### src/sv/slrm_pkg.sv
// Shared types and constants of the stream liveness and rate monitor.
package slrm_pkg;

  typedef enum logic [1:0] {
    ST_OK    = 2'd0,
    ST_STALE = 2'd1,
    ST_DEAD  = 2'd2
  } status_e;

  typedef enum logic [1:0] {
    CFG_STALE = 2'd0,
    CFG_DEAD  = 2'd1,
    CFG_EMA   = 2'd2
  } cfg_idx_e;

  localparam logic CMD_ARRIVAL = 1'b0;
  localparam logic CMD_CHECK   = 1'b1;

  localparam int unsigned TIME_W = 63;
  localparam int unsigned RATE_W = 24;
  localparam int unsigned QUO_W  = 38;
  localparam logic [QUO_W-1:0] RATE_NUM = 38'd256000000000;
  localparam logic [RATE_W-1:0] RATE_MAX = 24'hFFFFFF;

  typedef enum logic [2:0] {
    S_IDLE,
    S_READ,
    S_EVAL,
    S_DIV,
    S_MUL,
    S_AVG,
    S_WRITE,
    S_OUT
  } state_e;

  typedef struct packed {
    logic load;
    logic read;
    logic eval;
    logic div_start;
    logic div_step;
    logic mul;
    logic avg;
    logic write;
    logic out_valid;
  } ctrl_t;

  typedef struct packed {
    logic idx_ok;
    logic need_div;
    logic div_done;
  } stat_t;

endpackage

### src/sv/slrm_stream_if.sv
// Valid/ready stream interfaces for the input and result channels.
interface slrm_in_if;
  logic        valid;
  logic        ready;
  logic        command;
  logic [7:0]  topic_index;
  logic [62:0] now_time;
  modport source (output valid, command, topic_index, now_time, input ready);
  modport sink (input valid, command, topic_index, now_time, output ready);
endinterface

interface slrm_out_if;
  logic        valid;
  logic        ready;
  logic        index_valid;
  logic [1:0]  stream_status;
  logic [23:0] rate_estimate;
  logic [62:0] last_arrival;
  logic [1:0]  system_status;
  modport source (output valid, index_valid, stream_status, rate_estimate,
                  last_arrival, system_status, input ready);
  modport sink (input valid, index_valid, stream_status, rate_estimate,
                last_arrival, system_status, output ready);
endinterface

### src/sv/slrm_ram.sv
// Generic simple dual-port RAM (one write port, one read port) with registered read.
module slrm_ram #(
  parameter int unsigned WIDTH = 8,
  parameter int unsigned DEPTH = 16
) (
  input  logic                     clk_i,
  input  logic                     we_i,
  input  logic [$clog2(DEPTH)-1:0] waddr_i,
  input  logic [WIDTH-1:0]         wdata_i,
  input  logic [$clog2(DEPTH)-1:0] raddr_i,
  output logic [WIDTH-1:0]         rdata_o
);
  logic [WIDTH-1:0] mem_q [DEPTH];
  always_ff @(posedge clk_i) begin
    if (we_i) mem_q[waddr_i] <= wdata_i;
    rdata_o <= mem_q[raddr_i];
  end
endmodule

### src/sv/slrm_ctrl.sv
// Sequencer of the monitor: read, classify, divide, average, write back.
module slrm_ctrl import slrm_pkg::*; (
  input  logic  clk_i,
  input  logic  rst_ni,
  input  logic  in_valid_i,
  output logic  in_ready_o,
  input  logic  out_ready_i,
  input  stat_t stat_i,
  output ctrl_t ctrl_o
);
  state_e state_q, state_d;

  always_ff @(posedge clk_i or negedge rst_ni) begin
    if (!rst_ni) state_q <= S_IDLE;
    else state_q <= state_d;
  end

  always_comb begin
    state_d = state_q;
    case (state_q)
      S_IDLE:  if (in_valid_i) state_d = S_READ;
      S_READ:  state_d = S_EVAL;
      S_EVAL:  begin
        if (!stat_i.idx_ok) state_d = S_OUT;
        else if (stat_i.need_div) state_d = S_DIV;
        else state_d = S_WRITE;
      end
      S_DIV:   if (stat_i.div_done) state_d = S_MUL;
      S_MUL:   state_d = S_AVG;
      S_AVG:   state_d = S_WRITE;
      S_WRITE: state_d = S_OUT;
      S_OUT:   if (out_ready_i) state_d = S_IDLE;
      default: state_d = S_IDLE;
    endcase
  end

  always_comb begin
    ctrl_o = '0;
    in_ready_o = 1'b0;
    case (state_q)
      S_IDLE:  begin
        in_ready_o = 1'b1;
        ctrl_o.load = in_valid_i;
      end
      S_READ:  ctrl_o.read = 1'b1;
      S_EVAL:  begin
        ctrl_o.eval = 1'b1;
        ctrl_o.div_start = stat_i.need_div;
      end
      S_DIV:   ctrl_o.div_step = 1'b1;
      S_MUL:   ctrl_o.mul = 1'b1;
      S_AVG:   ctrl_o.avg = 1'b1;
      S_WRITE: ctrl_o.write = 1'b1;
      S_OUT:   ctrl_o.out_valid = 1'b1;
      default: ctrl_o = '0;
    endcase
  end
endmodule

### src/sv/slrm_dp.sv
// Datapath of the monitor: stream stores, classifier, serial divider, averager.
module slrm_dp import slrm_pkg::*; #(
  parameter int unsigned STREAMS = 16
) (
  input  logic              clk_i,
  input  logic              rst_ni,
  input  ctrl_t             ctrl_i,
  output stat_t             stat_o,
  input  logic              command_i,
  input  logic [7:0]        topic_index_i,
  input  logic [TIME_W-1:0] now_time_i,
  input  logic [31:0]       stale_thr_i,
  input  logic [31:0]       dead_thr_i,
  input  logic [15:0]       ema_w_i,
  output logic              index_valid_o,
  output logic [1:0]        stream_status_o,
  output logic [RATE_W-1:0] rate_estimate_o,
  output logic [TIME_W-1:0] last_arrival_o,
  output logic [1:0]        system_status_o
);
  localparam int unsigned IW = (STREAMS > 1) ? $clog2(STREAMS) : 1;
  localparam int unsigned CW = $clog2(STREAMS + 1);
  localparam int unsigned QCW = $clog2(QUO_W + 1);

  logic              cmd_q;
  logic [7:0]        idx_q;
  logic [TIME_W-1:0] now_q;
  logic              idx_ok;
  logic [IW-1:0]     ridx;

  logic [TIME_W-1:0] t_rd;
  logic [RATE_W-1:0] r_rd;
  logic [STREAMS-1:0] written_q;
  logic [1:0]        st_q [STREAMS];
  logic [CW-1:0]     dead_q, stale_q;

  logic [TIME_W-1:0] last_q, time_new_q;
  logic [RATE_W-1:0] rate_old_q, rate_new_q;
  logic [1:0]        stat_new_q;
  logic              need_div_q;

  // serial restoring divider state
  logic [QUO_W-1:0]  rem_q, quo_q, numsh_q;
  logic [TIME_W-1:0] div_q;
  logic [QCW-1:0]    cnt_q;
  logic [47:0]       p1_q, p2_q;

  assign idx_ok = ({24'd0, idx_q} < 32'(STREAMS));
  assign ridx = idx_q[IW-1:0];

  logic [TIME_W-1:0] t_eff;
  logic [RATE_W-1:0] r_eff;
  assign t_eff = written_q[ridx] ? t_rd : '0;
  assign r_eff = written_q[ridx] ? r_rd : '0;

  slrm_ram #(.WIDTH(TIME_W), .DEPTH(STREAMS)) u_time (
    .clk_i, .we_i(ctrl_i.write), .waddr_i(ridx), .wdata_i(time_new_q),
    .raddr_i(ridx), .rdata_o(t_rd));
  slrm_ram #(.WIDTH(RATE_W), .DEPTH(STREAMS)) u_rate (
    .clk_i, .we_i(ctrl_i.write), .waddr_i(ridx), .wdata_i(rate_new_q),
    .raddr_i(ridx), .rdata_o(r_rd));

  // classification of the read entry
  logic              neg;
  logic [TIME_W-1:0] gap;
  logic [1:0]        cls, st_eval;
  logic              nd_eval;
  always_comb begin
    neg = now_q < t_eff;
    gap = neg ? (t_eff - now_q) : (now_q - t_eff);
    if (neg) cls = ST_OK;
    else if (gap > {31'd0, dead_thr_i}) cls = ST_DEAD;
    else if (gap > {31'd0, stale_thr_i}) cls = ST_STALE;
    else cls = ST_OK;
    nd_eval = 1'b0;
    if (cmd_q == CMD_ARRIVAL) begin
      if (t_eff == '0) st_eval = ST_OK;
      else begin
        st_eval = cls;
        nd_eval = !neg && (gap != '0);
      end
    end else begin
      st_eval = (t_eff == '0) ? ST_DEAD : cls;
    end
  end

  // divider trial subtract
  logic [QUO_W:0]    trial;
  logic [QUO_W-1:0]  rem_sh;
  logic              fits;
  always_comb begin
    rem_sh = {rem_q[QUO_W-2:0], numsh_q[QUO_W-1]};
    fits = ({25'd0, rem_q[QUO_W-1], rem_sh} >= {1'b0, div_q});
    trial = {1'b0, rem_sh} - div_q[QUO_W:0];
  end

  logic [RATE_W-1:0] inst;
  assign inst = (quo_q > {14'd0, RATE_MAX}) ? RATE_MAX : quo_q[RATE_W-1:0];

  logic [48:0] acc;
  assign acc = {1'b0, p1_q} + {1'b0, p2_q} + 49'd32768;

  always_ff @(posedge clk_i) begin
    if (ctrl_i.load) begin
      cmd_q <= command_i;
      idx_q <= topic_index_i;
      now_q <= now_time_i;
    end
    if (ctrl_i.eval) begin
      last_q <= t_eff;
      rate_old_q <= r_eff;
      rate_new_q <= r_eff;
      stat_new_q <= st_eval;
      need_div_q <= nd_eval;
      time_new_q <= (cmd_q == CMD_ARRIVAL) ? now_q : t_eff;
    end
    if (ctrl_i.div_start) begin
      rem_q <= '0;
      quo_q <= '0;
      numsh_q <= RATE_NUM;
      div_q <= gap;
      cnt_q <= QCW'(QUO_W);
    end else if (ctrl_i.div_step && cnt_q != '0) begin
      // dividers wider than the remainder never fit
      if (fits && div_q[TIME_W-1:QUO_W] == '0) begin
        rem_q <= trial[QUO_W-1:0];
        quo_q <= {quo_q[QUO_W-2:0], 1'b1};
      end else begin
        rem_q <= rem_sh;
        quo_q <= {quo_q[QUO_W-2:0], 1'b0};
      end
      numsh_q <= {numsh_q[QUO_W-2:0], 1'b0};
      cnt_q <= cnt_q - 1'b1;
    end
    if (ctrl_i.mul) begin
      p1_q <= {32'd0, ema_w_i} * {24'd0, inst};
      p2_q <= {24'd0, 24'(17'd65536 - {1'b0, ema_w_i})} * {24'd0, rate_old_q};
    end
    if (ctrl_i.avg) begin
      rate_new_q <= (acc[48:16] > {9'd0, RATE_MAX}) ? RATE_MAX : acc[16+RATE_W-1:16];
    end
  end

  always_ff @(posedge clk_i or negedge rst_ni) begin
    if (!rst_ni) begin
      written_q <= '0;
      dead_q <= CW'(STREAMS);
      stale_q <= '0;
      for (int i = 0; i < STREAMS; i++) st_q[i] <= ST_DEAD;
    end else if (ctrl_i.write) begin
      written_q[ridx] <= 1'b1;
      st_q[ridx] <= stat_new_q;
      dead_q <= dead_q - CW'(st_q[ridx] == ST_DEAD) + CW'(stat_new_q == ST_DEAD);
      stale_q <= stale_q - CW'(st_q[ridx] == ST_STALE) + CW'(stat_new_q == ST_STALE);
    end
  end

  assign stat_o.idx_ok = idx_ok;
  assign stat_o.need_div = idx_ok && nd_eval;
  assign stat_o.div_done = (cnt_q == '0);

  assign index_valid_o = idx_ok;
  assign stream_status_o = idx_ok ? st_q[ridx] : ST_DEAD;
  assign rate_estimate_o = idx_ok ? rate_new_q : '0;
  assign last_arrival_o = idx_ok ? time_new_q : '0;
  assign system_status_o = (dead_q != '0) ? ST_DEAD : (stale_q != '0) ? ST_STALE : ST_OK;
endmodule

### src/sv/stream_liveness_rate_monitor.sv
// Top level of the per-stream liveness and arrival rate monitor.
// Usage:
//   in_if  (sink):   one transaction carries command, topic_index, now_time.
//   out_if (source): one result transaction per input transaction, with
//                    index_valid, stream_status, rate_estimate, last_arrival
//                    and system_status.
//   cfg: write enable, register index, data; 0 stale, 1 dead, 2 weight.
// Sequence: checks, priming and zero or negative gaps go through the read,
//   evaluate and write-back states to the result; an arrival that updates
//   the rate also runs the 38-step serial restoring divider of 256e9 by the
//   gap, plus a multiply and an add stage.
//   Out-of-range indexes skip the write-back state.
// Flow: one transaction at a time; the next one is taken in the cycle after
//   the result is taken.
// Reset: all streams unprimed and dead, rates zero, registers at defaults.
//   Per-entry written bits stand in for a clearing pass, so no sweep is needed.
// Stall: the result holds on out_if until ready; no new input is taken.
module stream_liveness_rate_monitor import slrm_pkg::*; #(
  parameter int unsigned STREAMS = 16
) (
  input  logic        clk_i,
  input  logic        rst_ni,
  slrm_in_if.sink     in_if,
  slrm_out_if.source  out_if,
  input  logic        cfg_we_i,
  input  logic [1:0]  cfg_idx_i,
  input  logic [31:0] cfg_data_i
);
  ctrl_t ctrl;
  stat_t stat;
  logic [31:0] stale_q, dead_q;
  logic [15:0] ema_q;

  // hold configuration registers; ignore unknown indexes
  always_ff @(posedge clk_i or negedge rst_ni) begin
    if (!rst_ni) begin
      stale_q <= 32'd200000000;
      dead_q  <= 32'd1000000000;
      ema_q   <= 16'd6554;
    end else if (cfg_we_i) begin
      case (cfg_idx_i)
        CFG_STALE: stale_q <= cfg_data_i;
        CFG_DEAD:  dead_q <= cfg_data_i;
        CFG_EMA:   ema_q <= cfg_data_i[15:0];
        default:   ;
      endcase
    end
  end

  slrm_ctrl u_ctrl (
    .clk_i, .rst_ni, .in_valid_i(in_if.valid), .in_ready_o(in_if.ready),
    .out_ready_i(out_if.ready), .stat_i(stat), .ctrl_o(ctrl));

  slrm_dp #(.STREAMS(STREAMS)) u_dp (
    .clk_i, .rst_ni, .ctrl_i(ctrl), .stat_o(stat),
    .command_i(in_if.command), .topic_index_i(in_if.topic_index),
    .now_time_i(in_if.now_time), .stale_thr_i(stale_q), .dead_thr_i(dead_q),
    .ema_w_i(ema_q), .index_valid_o(out_if.index_valid),
    .stream_status_o(out_if.stream_status), .rate_estimate_o(out_if.rate_estimate),
    .last_arrival_o(out_if.last_arrival), .system_status_o(out_if.system_status));

  assign out_if.valid = ctrl.out_valid;

  // never accept a new transaction while a result is pending
  a_no_overlap: assert property (@(posedge clk_i) disable iff (!rst_ni)
    out_if.valid |-> !in_if.ready) else $error("input taken with result pending");
  // a stalled result keeps its stream status and rate estimate
  a_hold: assert property (@(posedge clk_i) disable iff (!rst_ni)
    out_if.valid && !out_if.ready |=> $stable(out_if.stream_status)
      && $stable(out_if.rate_estimate)) else $error("result changed while stalled");
  // divider runs only on in-range arrivals
  a_div: assert property (@(posedge clk_i) disable iff (!rst_ni)
    ctrl.div_start |-> stat.idx_ok) else $error("divide on invalid index");
endmodule

### src/flat_wrapper.sv
// flat-port wrapper written by rule: the top's interface ports become plain ports
module stream_liveness_rate_monitor_flat import slrm_pkg::*;
#(
  parameter int unsigned STREAMS = 16
)
  (clk_i, rst_ni, cfg_we_i, cfg_idx_i, cfg_data_i, in_if_valid, in_if_command, in_if_topic_index, in_if_now_time, in_if_ready, out_if_valid, out_if_index_valid, out_if_stream_status, out_if_rate_estimate, out_if_last_arrival, out_if_system_status, out_if_ready);
  slrm_in_if in_if_i ();
  slrm_out_if out_if_i ();
  input  logic clk_i;
  input  logic rst_ni;
  input  logic cfg_we_i;
  input  logic [1:0] cfg_idx_i;
  input  logic [31:0] cfg_data_i;
  input wire logic [$bits(in_if_i.valid)-1:0] in_if_valid;
  input wire logic [$bits(in_if_i.command)-1:0] in_if_command;
  input wire logic [$bits(in_if_i.topic_index)-1:0] in_if_topic_index;
  input wire logic [$bits(in_if_i.now_time)-1:0] in_if_now_time;
  output wire logic [$bits(in_if_i.ready)-1:0] in_if_ready;
  output wire logic [$bits(out_if_i.valid)-1:0] out_if_valid;
  output wire logic [$bits(out_if_i.index_valid)-1:0] out_if_index_valid;
  output wire logic [$bits(out_if_i.stream_status)-1:0] out_if_stream_status;
  output wire logic [$bits(out_if_i.rate_estimate)-1:0] out_if_rate_estimate;
  output wire logic [$bits(out_if_i.last_arrival)-1:0] out_if_last_arrival;
  output wire logic [$bits(out_if_i.system_status)-1:0] out_if_system_status;
  input wire logic [$bits(out_if_i.ready)-1:0] out_if_ready;
  assign in_if_i.valid = in_if_valid;
  assign in_if_i.command = in_if_command;
  assign in_if_i.topic_index = in_if_topic_index;
  assign in_if_i.now_time = in_if_now_time;
  assign in_if_ready = in_if_i.ready;
  assign out_if_valid = out_if_i.valid;
  assign out_if_index_valid = out_if_i.index_valid;
  assign out_if_stream_status = out_if_i.stream_status;
  assign out_if_rate_estimate = out_if_i.rate_estimate;
  assign out_if_last_arrival = out_if_i.last_arrival;
  assign out_if_system_status = out_if_i.system_status;
  assign out_if_i.ready = out_if_ready;
  stream_liveness_rate_monitor #(.STREAMS(STREAMS)) u_core (.clk_i(clk_i), .rst_ni(rst_ni), .in_if(in_if_i), .out_if(out_if_i), .cfg_we_i(cfg_we_i), .cfg_idx_i(cfg_idx_i), .cfg_data_i(cfg_data_i));
endmodule
### config.mk
export PLATFORM = sky130hd
export DESIGN_NAME = stream_liveness_rate_monitor_flat
export DESIGN_NICKNAME = d
export VERILOG_FILES = /design/src/sv/slrm_pkg.sv /design/src/sv/slrm_stream_if.sv /design/src/sv/slrm_ram.sv /design/src/sv/slrm_ctrl.sv /design/src/sv/slrm_dp.sv /design/src/sv/stream_liveness_rate_monitor.sv /design/src/flat_wrapper.sv
export SDC_FILE = /design/constraint.sdc
export NUM_CORES = 2
export LEC_CHECK = 0
export BUFFER_PORTS_ARGS = -buffer_cell sky130_fd_sc_hd__buf_4
export CAP_MARGIN = 5
export CORE_UTILIZATION = 45
export CTS_CLUSTER_SIZE = 30
export DETAILED_ROUTE_END_ITERATION = 10
export GPL_TIMING_DRIVEN = 0
export PLACE_DENSITY = 0.64
export REMOVE_ABC_BUFFERS = 1
export SYNTH_ARGS = -nofsm -noshare
export SYNTH_HDL_FRONTEND = slang
export SYNTH_SLANG_ARGS = --single-unit
### constraint.sdc
create_clock -name clk_i -period 10.45 [get_ports clk_i]
set_clock_uncertainty 0.15 [all_clocks]
set_input_delay 0.5225 -clock clk_i [delete_from_list [all_inputs] [get_ports clk_i]]
set_output_delay 0.5225 -clock clk_i [all_outputs]
set_load 0.02 [all_outputs]
==> impl.org <==
** Global route
- Total congestion overflow after global routing :: 0
- Entering global routing, the biggest net connects 88 pins.
- Overall global routing resource usage :: 24.22%
- The number of antenna violations at the first check in global routing is 24.
- Wire length of the first global-routing pass :: 467900 um
- Vias in the first global route :: 73544

** Detailed routing
- The detail route stage leaves a number of antenna-violating nets equal to 0.
- Ratio of routed vias to standard cells :: 5.671
- Residual DRC :: 0
- The first TritonRoute pass finished after 9 iterations.
- DR vias :: 71299
- After the first detailed-routing iteration, the DRC count stood at 6488.
- Post-Route WL :: 312300 um
- Detailed-route wire length per cell :: 24.84 um

** Clocking
- Clock tree synthesis found a total of 2055 sinks.
- The H-tree was split into 4 levels.
- Worst skew pair latency :: 900 ps
- The tree is rooted in a clkbuf_16.
- Clock slew at the register clock pins of the worst setup and hold paths :: 70 ps
- Counting the buffers created by CTS gives 208.
- Largest buffer count on any clock path :: 3
- TritonCTS clock tree :: done

** Setup path
- For the worst setup path, the data required time is 10850 ps.
- Crit start category :: flop
- STA classifies the critical path endpoint as a flop.
- Cell type of the slowest stage on the worst timing path :: mux4_4
- Crit path DAT :: 10520 ps
- Largest stage delay, worst path :: 730 ps
- Worst setup path category :: flop to flop
- Among the stages of the critical path, the cell type that occurs most often is buf_16.
- In this run the worst path has a maximum fanout of 64.

** Floorplan
- Die boundary height :: 508.7 um
- Starting Density :: 45.37%
- DIE WIDTH :: 508.7 um
- After floorplanning, the core was sized to cover 254600 um2.
- Full die area :: 258700 um2
- In this run the core area contains 185 standard-cell rows.
- For this design the top-level I/O count stands at 205.

** Timing
- Setup Viol. Count Final :: 0
- Final worst-path cycle share :: 96.87%
- Static timing analysis puts the maximum clock frequency at 98.79 MHz.
- WHS :: 4.369 ps
- Final hold violations :: 0
- Measured against its own limit, the worst slew margin works out to 13.19%.
- Slew Limit Fails :: 0
- After layout, the minimum clock period comes to 10120 ps.
- Worst-margin pin slew :: 1299 ps

** Final layout
- In the layout the commonest cells are 1724 x edfxtp_1, 1023 x inv_1, 938 x nand2_1.
- The library cell used most frequently in the layout, excluding fill and tap cells, is edfxtp_1.
- Number of nets in the finished design :: 10377
- The area growth from synthesis to layout is 14.87%.
- Cells with a size suffix above 1 make up 16.14% of the layout.

** Yosys
- In the synthesized netlist the dominant register cell turns out to be edfxtp_1.
- The synthesized design contains 2055 register bits.
- Post-synthesis area per instance :: 13.31 um2
- Synth warnings :: 0
- For this run, the register share of the synthesized area comes to 51.21%.
- The synthesized netlist contains 92 unique library cells.
- Summing every instance area after synthesis gives 115500 um2.
- Count of flip-flops with a built-in enable after synthesis :: 1724
- After synthesis, the share of flip-flops with an asynchronous set or reset is 6.861%.
- Post-synthesis instance total :: 8676

** Run status
- The flow ran to the end, and the final reports show no timing, DRC or antenna violations.

** Hold path
- The worst hold path belongs to the class input pin to async pin.

** Placed design
- GP Congestion :: 0.9328
- The HPWL after detailed placement is 217900 um.
- Port buffering added 204 buffers.

** Run
- Max-cap violations :: 0
## final cells by class
type | count | area [um2]
Fill cell | 20971 | 121900
Antenna cell | 6 | 15.01
Clock buffer | 277 | 5674
Sequential cell | 2055 | 59170
Clock inverter | 119 | 1465
Tap cell | 3366 | 4212
Inverter | 1034 | 3933
Timing Repair Buffer | 537 | 6907
Multi-Input combinational cell | 5178 | 51320
## worst paths after layout
kind	from	end	slack, ps	depth (start not counted)
max reg2reg	u_core.u_dp.idx_q[0]$_DFFE_PP_	u_core.u_dp.stat_new_q[1]$_DFFE_PP_	330	33
min reg2reg	u_core.u_dp.numsh_q[17]$_SDFFE_PP1P_	u_core.u_dp.numsh_q[17]$_SDFFE_PP1P_	300	2
max in group asynchronous	rst_ni	u_core.ema_q[0]$_DFFE_PN0P_	9060	3
min	rst_ni	u_core.u_dp.stale_q[2]$_DFFE_PN0P_	4	2
min in group clk_i	cfg_idx_i[1]	u_core.stale_q[9]$_DFFE_PN1P_	60	3
max	u_core.u_dp.idx_q[0]$_DFFE_PP_	u_core.u_dp.stat_new_q[1]$_DFFE_PP_	330	33
## critical path, delay by kind of cell, from the launching register on
kind            cells  cell delay, ps
xor+xnor            1             420
buf+inv            11            1980
mux                 3            1640
flops               1             440
simple gates        2             600
fa+ha+maj           2             800
compound gates     14            3600
## cell usage after synthesis, drive strengths merged (125+ instances only)
cell type	count	area, um2
a21oi	314	1575
and2	457	2859
clkbuf	316	1190
dfxtp	190	3804
edfxtp	1724	51770
fa	641	12830
ha	611	7645
inv	1034	3881
mux4	450	10130
nand2	940	3531
nor2	192	720.7
o21ai	263	1316
xnor2	125	1095
## metal layers
metal,vias up,track usage (%),share of wire (%)
met2,2613,39.64,48
li1,31331,-,-
met4,8,8.655,3.7
met3,545,3.447,6.4
met5,-,0,0.016
met1,36802,32.99,41
## per-stage QoR
stage	cell area (um2)	setup TNS [ps]	instances	utilization [%]	setup slack (ps)
4_1_cts	132500	0	12554	52.03	44.03
3_3_place_gp	119600	-	11833	46.97	-102700
2_1_floorplan	113800	-	8263	-	-25240
6_report	132700	0	12572	52.12	327.1
5_1_grt	132700	-7.400	12569	52.12	-7.400
3_5_place_dp	124000	-2877	12042	48.72	-1214
## flip-flops by register name (all words and copies together), names as in the netlist, 8 cells and up
| signal | flops |
|---|---|
| u_core.u_dp.u_time.mem_q | 1008 |
| u_core.u_dp.u_rate.mem_q | 384 |
| u_core.u_dp.div_q | 63 |
| u_core.u_dp.now_q | 63 |
| u_core.u_dp.time_new_q | 63 |
| u_core.u_dp.u_time.rdata_o | 63 |
| u_core.u_dp.p2_q | 44 |
| u_core.u_dp.p1_q | 40 |
| u_core.u_dp.quo_q | 38 |
| u_core.u_dp.rem_q | 38 |
| u_core.dead_q | 32 |
| u_core.stale_q | 32 |
| u_core.u_dp.st_q | 32 |
| u_core.u_dp.rate_new_q | 24 |
| u_core.u_dp.rate_old_q | 24 |
| u_core.u_dp.u_rate.rdata_o | 24 |
| u_core.u_dp.numsh_q | 21 |
| u_core.ema_q | 16 |
| u_core.u_dp.written_q | 16 |
| u_core.u_dp.idx_q | 8 |
## cells by family after synthesis
kind of cell | synth area share, %
compound gates | 6.216
xor+xnor | 1.516
fa+ha+maj | 17.73
buf+inv | 4.806
flops | 51.21
mux | 10.03
simple gates | 8.494
## what timing repair did
action	in CTS	in global routing
setup endpoints to repair	36	14
buffers inserted	2	9
hold buffers	112	0
pin swaps	2	5
cloned	2	2
endpoints found under the hold margin	230	0
gates resized for setup	19	24
Power is left out: the tool's default activity adds up to more than one toggle a clock period on the data nets, which glitch-free logic cannot reach.
